### config.mk
export PLATFORM = sky130hd
export DESIGN_NAME = ordered_list_table_engine
export DESIGN_NICKNAME = d
export VERILOG_FILES = /design/src/hw/rtl/oltab_pkg.sv /design/src/hw/rtl/oltab_cell.sv /design/src/hw/rtl/ordered_list_table_engine.sv
export SDC_FILE = /design/constraint.sdc
export NUM_CORES = 2
export LEC_CHECK = 0
export BUFFER_PORTS_ARGS = -buffer_cell sky130_fd_sc_hd__buf_4
export CAP_MARGIN = 25
export CORE_MARGIN = 2
export CORE_UTILIZATION = 51
export DETAILED_ROUTE_END_ITERATION = 8
export PLACE_DENSITY = 0.67
export SYNTH_ARGS = -nofsm -noshare
export SYNTH_HDL_FRONTEND = slang
export SYNTH_SLANG_ARGS = --single-unit
export TNS_END_PERCENT = 1
### constraint.sdc
create_clock -name i_clk -period 6.9 [get_ports i_clk]
set_input_delay 0.345 -clock i_clk [delete_from_list [all_inputs] [get_ports i_clk]]
set_output_delay 0.345 -clock i_clk [all_outputs]
set_load 0.1 [all_outputs]
### src/hw/rtl/oltab_pkg.sv
// Package for the ordered list table engine.
// Holds sizes, request/response structs and the cell control types.
// No dependencies.
package oltab_pkg;

    localparam int DEPTH       = 16;
    localparam int VALUE_WIDTH = 32;
    localparam int FUNC_W      = 2;
    localparam int POS_W       = 5;
    localparam int STATUS_W    = 2;
    localparam int CNT_W       = 5;

    typedef enum logic [FUNC_W-1:0] {
        FN_APPEND = 2'd0,
        FN_INSERT = 2'd1,
        FN_REMOVE = 2'd2,
        FN_QUERY  = 2'd3
    } t_func;

    typedef enum logic [STATUS_W-1:0] {
        ST_OK      = 2'd0,
        ST_BAD_POS = 2'd1,
        ST_FULL    = 2'd2,
        ST_MISSING = 2'd3
    } t_status;

    typedef struct packed {
        t_func                  func;
        logic [POS_W-1:0]       position;
        logic [VALUE_WIDTH-1:0] value;
    } t_req;

    typedef struct packed {
        t_status            status;
        logic               hit;
        logic [CNT_W-1:0]   count;
    } t_rsp;

    typedef enum logic [1:0] {
        OP_NONE = 2'd0,
        OP_CMP  = 2'd1,
        OP_INS  = 2'd2,
        OP_DEL  = 2'd3
    } t_cell_op;

    // Broadcast to every cell of the row.
    typedef struct packed {
        t_cell_op               op;
        logic [VALUE_WIDTH-1:0] key;
    } t_cell_ctl;

    // Per-cell position information, decoded at the top level.
    typedef struct packed {
        logic live;       // cell index is below the entry count
        logic at_pos;     // cell index equals the insert position
        logic above_pos;  // cell index is above the insert position
    } t_cell_sel;

endpackage

### src/hw/rtl/oltab_cell.sv
// One storage cell of the ordered list: holds one entry and its match flag.
// Depends on oltab_pkg. Shifts with its neighbors on insert and remove.
module oltab_cell (
    input  logic                           i_clk,
    input  oltab_pkg::t_cell_ctl           i_ctl,
    input  oltab_pkg::t_cell_sel           i_sel,
    input  logic [oltab_pkg::VALUE_WIDTH-1:0] i_low_val,
    input  logic [oltab_pkg::VALUE_WIDTH-1:0] i_high_val,
    input  logic                           i_seen,
    output logic                           o_seen,
    output logic [oltab_pkg::VALUE_WIDTH-1:0] o_val
);
    import oltab_pkg::*;

    logic [VALUE_WIDTH-1:0] r_val;
    logic                   r_match;

    // A match in this cell or any lower one marks the first-match point.
    assign o_seen = i_seen | r_match;
    assign o_val  = r_val;

    always_ff @(posedge i_clk) begin
        case (i_ctl.op)
            OP_CMP: begin
                r_match <= i_sel.live && (r_val == i_ctl.key);
            end
            OP_INS: begin
                if (i_sel.at_pos) begin
                    r_val <= i_ctl.key;
                end else if (i_sel.above_pos) begin
                    r_val <= i_low_val;
                end
            end
            OP_DEL: begin
                if (o_seen) begin
                    r_val <= i_high_val;
                end
            end
            default: begin
            end
        endcase
    end

endmodule

### src/hw/rtl/ordered_list_table_engine.sv
// Ordered list table engine: a row of entry cells with a small control sequencer.
// Depends on oltab_pkg and oltab_cell.
// A new request is taken only while the sequencer is idle. The cells first register
// their match bits in the compare state; the first-match chain and the shift are then
// resolved in the update state, which waits for the output register to be free.
// Reset (synchronous, active low) empties the list; entry contents are not cleared.
module ordered_list_table_engine (
    input  logic              i_clk,
    input  logic              i_rst_n,
    input  logic              i_in_valid,
    output logic              o_in_ready,
    input  oltab_pkg::t_req   i_in_data,
    output logic              o_out_valid,
    input  logic              i_out_ready,
    output oltab_pkg::t_rsp   o_out_data
);
    import oltab_pkg::*;

    typedef enum logic [2:0] {
        S_IDLE = 3'b001,
        S_CMP  = 3'b010,
        S_UPD  = 3'b100
    } t_state;

    t_state           r_state, n_state;
    t_req             r_req;
    logic [CNT_W-1:0] r_count, n_count;
    logic             r_out_valid, n_out_valid;
    t_rsp             r_rsp, n_rsp;

    t_cell_ctl              cell_ctl;
    t_cell_sel              cell_sel [DEPTH];
    logic [VALUE_WIDTH-1:0] cell_val [DEPTH];
    logic [DEPTH:0]         seen;
    logic [POS_W-1:0]       ins_pos;
    logic                   found;
    logic                   full;
    logic                   fire;
    logic                   do_ins;
    logic                   do_del;
    t_status                status;

    assign o_in_ready  = (r_state == S_IDLE);
    assign o_out_valid = r_out_valid;
    assign o_out_data  = r_rsp;

    // Append is an insert at the end of the list.
    assign ins_pos = (r_req.func == FN_APPEND) ? POS_W'(r_count) : r_req.position;
    assign full    = (r_count == CNT_W'(DEPTH));
    assign found   = seen[DEPTH];
    assign fire    = (r_state == S_UPD) && (!r_out_valid || i_out_ready);
    assign seen[0] = 1'b0;

    always_comb begin
        status = ST_OK;
        do_ins = 1'b0;
        do_del = 1'b0;
        unique case (r_req.func)
            FN_APPEND: begin
                if (full) begin
                    status = ST_FULL;
                end else begin
                    do_ins = 1'b1;
                end
            end
            FN_INSERT: begin
                if (r_req.position > POS_W'(r_count)) begin
                    status = ST_BAD_POS;
                end else if (full) begin
                    status = ST_FULL;
                end else begin
                    do_ins = 1'b1;
                end
            end
            FN_REMOVE: begin
                if (found) begin
                    do_del = 1'b1;
                end else begin
                    status = ST_MISSING;
                end
            end
            FN_QUERY: begin
                if (!found) begin
                    status = ST_MISSING;
                end
            end
            default: begin
            end
        endcase
    end

    always_comb begin
        cell_ctl.key = r_req.value;
        cell_ctl.op  = OP_NONE;
        if (r_state == S_CMP) begin
            cell_ctl.op = OP_CMP;
        end else if (fire && do_ins) begin
            cell_ctl.op = OP_INS;
        end else if (fire && do_del) begin
            cell_ctl.op = OP_DEL;
        end
    end

    genvar k;
    generate
        for (k = 0; k < DEPTH; k++) begin : g_cell
            assign cell_sel[k].live      = (CNT_W'(k) < r_count);
            assign cell_sel[k].at_pos    = (POS_W'(k) == ins_pos);
            assign cell_sel[k].above_pos = (POS_W'(k) > ins_pos);

            oltab_cell u_cell (
                .i_clk      (i_clk),
                .i_ctl      (cell_ctl),
                .i_sel      (cell_sel[k]),
                .i_low_val  ((k == 0) ? r_req.value : cell_val[(k == 0) ? 0 : k-1]),
                .i_high_val (cell_val[(k == DEPTH-1) ? k : k+1]),
                .i_seen     (seen[k]),
                .o_seen     (seen[k+1]),
                .o_val      (cell_val[k])
            );
        end
    endgenerate

    always_comb begin
        n_state     = r_state;
        n_count     = r_count;
        n_out_valid = r_out_valid;
        n_rsp       = r_rsp;
        if (r_out_valid && i_out_ready) begin
            n_out_valid = 1'b0;
        end
        unique case (r_state)
            S_IDLE: begin
                if (i_in_valid) begin
                    n_state = S_CMP;
                end
            end
            S_CMP: begin
                n_state = S_UPD;
            end
            S_UPD: begin
                if (fire) begin
                    if (do_ins) begin
                        n_count = r_count + CNT_W'(1);
                    end else if (do_del) begin
                        n_count = r_count - CNT_W'(1);
                    end
                    n_rsp.status = status;
                    n_rsp.hit    = (status == ST_OK);
                    n_rsp.count  = n_count;
                    n_out_valid  = 1'b1;
                    n_state      = S_IDLE;
                end
            end
            default: begin
                n_state = S_IDLE;
            end
        endcase
    end

    always_ff @(posedge i_clk) begin
        if (!i_rst_n) begin
            r_state     <= S_IDLE;
            r_count     <= '0;
            r_out_valid <= 1'b0;
        end else begin
            r_state     <= n_state;
            r_count     <= n_count;
            r_out_valid <= n_out_valid;
        end
    end

    always_ff @(posedge i_clk) begin
        r_rsp <= n_rsp;
        if (i_in_valid && o_in_ready) begin
            r_req <= i_in_data;
        end
    end

    a_count_range: assert property (@(posedge i_clk) disable iff (!i_rst_n)
        r_count <= CNT_W'(DEPTH))
        else $error("entry count exceeds capacity");

    a_hit_status: assert property (@(posedge i_clk) disable iff (!i_rst_n)
        r_out_valid |-> (r_rsp.hit == (r_rsp.status == ST_OK)))
        else $error("hit flag disagrees with status");

    a_accept_to_cmp: assert property (@(posedge i_clk) disable iff (!i_rst_n)
        (i_in_valid && o_in_ready) |=> (r_state == S_CMP))
        else $error("accepted request did not start the compare cycle");

    a_count_follows: assert property (@(posedge i_clk) disable iff (!i_rst_n)
        (fire && do_del) |=> (r_count == $past(r_count) - CNT_W'(1)))
        else $error("remove did not reduce the count by one");

    a_count_stable: assert property (@(posedge i_clk) disable iff (!i_rst_n)
        (r_state != S_UPD) |=> (r_count == $past(r_count)))
        else $error("count changed outside the update cycle");

endmodule
* Word level (Yosys, flattened, before mapping) *
Index checks and enable logic that the tools add are counted.

cells by class
  div/mod/pow operators = 0
  equal/unequal tests = 73
  reduce and logical (&&, ||, !) cells = 47
  multiply operators = 0
  magnitude comparators = 33
  shift operators = 0
  add/subtract/negate cells = 2
  multiplexer cells = 83
  bitwise gates (word level) = 15

operator list
  kind                  number
  $mux W32              47
  $pmux W32 S2          15
  $eq A32 B32 Y1        16
  $ne A3 B3 Y1 const B  15
  $reduce_and A3 Y1     15
  $eq A4 B5 Y1 const A  8
  $gt A4 B5 Y1 const A  8
  $lt A4 B5 Y1 const A  8
  $ne A2 B1 Y1 const B  15
  $logic_and A1 B1 Y1   21
  $eq A3 B5 Y1 const A  4
  $gt A3 B5 Y1 const A  4
  $lt A3 B5 Y1 const A  4
  $mux W5               3
  $or A1 B1 Y1          15
  $mux W2               6
  $eq A2 B5 Y1 const A  2
  $gt A1 B5 Y1 const A  2
  $gt A2 B5 Y1 const A  2
  $lt A1 B5 Y1 const A  2
  $lt A2 B5 Y1 const A  2
  $pmux W3 S3           1
  $eq A2 B2 Y1 const B  4
  $mux W1               7
  20 further kinds      27

word-level totals
  memory bits (read-only) = 0
  input port bits = 43
  output and inout bits = 10
  RAM bits = 0
  logic and storage cells = 294
  register bits = 584
  memories kept = 0
  latch bits = 0

* Longest topological paths before layout *
  depth in word-level cells = 24
  mapped depth = 10
  gate-level depth less buffers = 8

* Modules after synthesis *
From an unflattened synthesis, not the netlist that was laid out.

unflattened totals
  cells, all modules = 3,293
  area, all modules = 35,460.3 µm²

modules (own cells, without submodules)
  module                     cells an instance  area an instance (µm²)  instances
  oltab_cell                 190                2,043.2                 16
  ordered_list_table_engine  253                2,768.9                 1

* Worst setup path after synthesis *
Ideal clock, no wire load.

  kind = register -> register
  start = register r_count[4]
  end = register g_cell[10].u_cell.r_val[0] (enable)
  clock period less this slack = 5,230 ps
  cell stages (with the launch flop) = 11
  path buffers = 2
  data arrival time = 4,760 ps
  data required time = 6,430 ps
  setup slack = 1,670 ps
  path through = dfxtp_1 -> clkbuf_1 -> inv_1 -> ha_1 -> nand2_1 -> a211oi_1 -> o311ai_2 -> and2_1 -> o21ai_1 -> buf_2 -> a211oi_1

on the way
  longest elaborated chain between the ends = 10

RTL lines
  element                                                               RTL line                          RTL
  start, declared                                                       ordered_list_table_engine.sv:27   logic [CNT_W-1:0] r_count, n_count;
  start signal, assigned                                                ordered_list_table_engine.sv:168  r_count <= n_count;
  parallel branches: the longest is 9 deep, another holds $gt A5 B5 Y1  -
  $reduce_and A3 Y1 (no line) *                                         -
  end signal, assigned                                                  oltab_cell.sv:29                  r_val <= i_ctl.key;
  end signal, assigned                                                  oltab_cell.sv:31                  r_val <= i_low_val;
  end signal, assigned                                                  oltab_cell.sv:36                  r_val <= i_high_val;
  end, declared                                                         oltab_cell.sv:15                  logic [VALUE_WIDTH-1:0] r_val;

Every way passes the cells marked *.
A chain may end at the register's enable or synchronous reset.

* Worst setup path in the final report *
  start = register r_count[4]
  end = register g_cell[13].u_cell.r_val[26] (enable)

on the way
  longest elaborated chain between the ends = 10

RTL lines
  element                                                               RTL line
  parallel branches: the longest is 9 deep, another holds $gt A5 B5 Y1  -
  $reduce_and A3 Y1 (no line) *                                         -
  end signal, assigned                                                  oltab_cell.sv:29
  end signal, assigned                                                  oltab_cell.sv:31
  end signal, assigned                                                  oltab_cell.sv:36
  end, declared                                                         oltab_cell.sv:15

Marks and branches as above.

==> results.json <==
{
  "htreeDepth": 3,
  "n_fill_cell": 5900,
  "reg2reg_from": "r_count[4]",
  "cts_inserted_buffers": 67,
  "grt_pass1_wl_mm": 173.2,
  "r2r_slack_ns": 2.86,
  "gp_congestion": 1.004,
  "clkTransAtPathRegs_ns": 0.06,
  "synth-adder-area-share": 0.002860,
  "ys_ff_latch": 584,
  "post_cts_buffers": 0,
  "antenna_found_initial": 2,
  "seq_area_um2": 17450,
  "final_nets": 3193,
  "ir_drop_uv": 176.0,
  "worstPathArrival_ns": 4.30,
  "setup_ws_ns": 2.857,
  "multiInputGateArea_um2": 16210,
  "wl_per_cell_um": 29.23,
  "drt_pre_antenna_iters": 6,
  "setup_viol": 0,
  "power_leakage_nw": 13.68,
  "clockBufferDepth": 3,
  "dieArea_um2": 70740,
  "synthesis.nets": 3228,
  "startpoint": "r_count[4]",
  "synthFlopType": "edfxtp_1",
  "async_flop_share": 0,
  "core_area_um2": 68230,
  "syn_inst": 3177,
  "synthSimpleGateAreaFrac": 0.09884,
  "ys_seq_area_frac": 0.4984,
  "avgViaCountPerCell": 6.377,
  "yosysTopAreaCell": "edfxtp_1",
  "tns_ns": 0,
  "avgSynthCellArea_um2": 11.02,
  "period_minus_slack_ns": 4.043,
  "timing.rr.end": "g_cell[13].u_cell.o_val[26]",
  "hold_viol": 0,
  "vias": 25980,
  "grt_pass1_vias": 25610,
  "grt.overflow.total": 0,
  "detail-route-antenna-nets": 0,
  "antenna_cells": 0,
  "synth_edf_count": 575,
  "synth_compound_area_frac": 0.07768,
  "cp.required_ns": 7.15,
  "cap_violations": 0,
  "grt_usage": 0.3337,
  "drtIter0Drc": 3821,
  "tightest_slew_ns": 1.167,
  "grt_max_degree": 285,
  "post-route-period-util": 0.5860,
  "max-slew-margin-rel": 0.2221,
  "start_kind": "flip-flop",
  "area_growth_pct": 10.14,
  "synthDistinctLibCells": 65,
  "cts_resized": 0,
  "synth.area.top_cells": "edfxtp_1 (49%), mux2i_1 (13%), xor2_1 (6.8%)",
  "rsz0062_at_grt": "no",
  "p_per_area_nw_per_um2": 217.3,
  "worst_hold_startpoint": "i_rst_n",
  "start_util": 0.5130,
  "post-dp-hpwl_mm": 82.60,
  "yosys_warnings": 0,
  "whs_path_depth": 2,
  "post-route-cell-area_um2": 38550,
  "place_area_um2": 35940,
  "place_ws_ns": 2.963,
  "cpMaxStageDelayCell": "dfxtp_1",
  "routed_wl_mm": 119.1,
  "cts_tree": "yes",
  "clock.fmax_mhz": 247.3,
  "critical_path_class": "flip-flop to flip-flop",
  "cp_cell_sequence": "inv_1 > ha_1 > nand2_1 > or3_1 > o311ai_2 > buf_4 > nand2_1 > a21oi_1 > o311a_1 > buf_4",
  "hold_end": "o_out_valid",
  "synth_top_family_by_area": "multiplexers",
  "status": "finished, final reports clean",
  "synth-xor-area-share": 0.1296,
  "synth_top_area_frac": 0.4933,
  "pin_count": 53,
  "die_x_um": 266.0,
  "mappedNetlistArea_um2": 35000,
  "synth_mux_area_frac": 0.1505,
  "critPathMaxStageDelay_ns": 0.74,
  "io_buffers": 52,
  "critPathCaptureType": "flip-flop",
  "clock_skew_ns": 0.02988,
  "root_buffer": "clkbuf_16",
  "worstHoldPathType": "input pin to flip-flop",
  "dieHeight_um": 266.0,
  "drive_gt1_frac": 0.1043,
  "cts.sinks": 584,
  "drc_errors": 0,
  "drv_slew": 0,
  "reg2regPathDepth": 10,
  "core.rowCount": 96,
  "insertion_delay_ns": 0.63,
  "path_max_fanout": 32
}
-- Yosys cell counts (all sizes together), types with 3 or more instances --
master     n
o22ai      3
a211oi     7
o21a       3
o211ai     3
nand3     21
dfxtp      9
ha         8
inv        9
or3        5
nand2    474
nand2b     4
and3       6
a2111oi    4
o21ai    463
xnor2    246
nor4      84
a21oi     15
or4        8
or2        4
xor2     272
nor3      15
and2       6
nor2      22
buf      135
mux2      65
nor2b      6
nand4     72
a31oi      4
mux2i    452
clkbuf   156
edfxtp   575
nor3b      4
-- sequential cells by signal (all words and copies together), names as in the netlist --
name	count
g_cell.u_cell.o_val	512
cell_ctl	32
g_cell.u_cell.r_match	16
o_out_data	8
r_req	7
r_count	5
r_state	3
o_out_valid	1
-- how the worst max path moves through the flow --
stage / end / slack, ns / depth (start not counted)
finish: g_cell[13].u_cell.o_val[26] / 2.86 / 10
global route: g_cell[13].u_cell.o_val[12] / 2.66 / 10
CTS: g_cell[13].u_cell.o_val[26] / 2.90 / 10
detailed placement: g_cell[13].u_cell.o_val[0] / 2.96 / 10
global placement: g_cell[0].u_cell.o_val[25] / 2.92 / 10
floorplan: g_cell[10].u_cell.o_val[0] / 1.67 / 10
-- kinds of logic after synthesis --
group                      after synthesis
and+or+nand+nor                        734
DFF                                    584
buffers and inverters                  300
xor gates and xnor gates               518
muxes                                  517
adders and majority gates                8
AOI/OAI and AO/OA                      516
-- cell type report --
class	count	area share
multi-input combinational	2293	0.4204
sequential	584	0.4526
tap	882	0.02863
timing repair buffer	187	0.04258
clock buffer	85	0.04745
clock inverter	34	0.007465
inverter	9	0.0008763
-- what timing repair did --
action / in CTS / in global routing
setup endpoints to repair: 0 / 0
hold buffers: 40 / 0
endpoints found under the hold margin: 41 / 0
-- stage by stage --
step / util / total power [mW] / cells / hold slack, ns
2_1_floorplan: - / 4.563 / 3177 / 0.4439
3_3_place_gp: 0.5255 / 4.823 / 3906 / 0.4911
3_5_place_dp: 0.5268 / 4.833 / 3910 / 0.5243
4_1_cts: 0.5637 / 8.358 / 4069 / 0.02473
5_1_grt: 0.5650 / 8.552 / 4074 / 0.05188
6_report: 0.5650 / 8.378 / 4074 / 0.04427
-- placed cells by master, fill, tap and decap left out, drive strengths merged, types with 7 or more instances in the layout --
cell / instances
nand2: 474
edfxtp: 575
clkbuf: 85
nor3: 15
nor2: 22
mux2i: 452
dlygate4sd3: 40
buf: 147
xnor2: 246
nor4: 84
nand3: 21
nand4: 72
ha: 8
dfxtp: 9
xor2: 272
or4: 8
a21oi: 15
inv: 12
mux2: 65
o21ai: 463
clkinv: 26
a211oi: 7
-- metal layers --
layer,share of wire,track usage
met1,0.39,0.4406
met2,0.47,0.5344
met3,0.093,0.06081
met4,0.052,0.1570
met5,0.00011,0
-- worst max-delay path: cells and delay by family (launching register included) --
kind	cells	cell delay, ns
compound gates	3	0.81
fa+ha+maj	1	0.36
buf+inv	3	0.95
flops	1	0.74
simple gates	3	0.77
-- power breakdown --
| group | internal, mW | switching [mW] |
|---|---|---|
| Sequential | 3.90 | 0.0239 |
| Combinational | 0.310 | 0.573 |
| Clock | 2.03 | 1.53 |
Power figures use the tool's default switching activity.
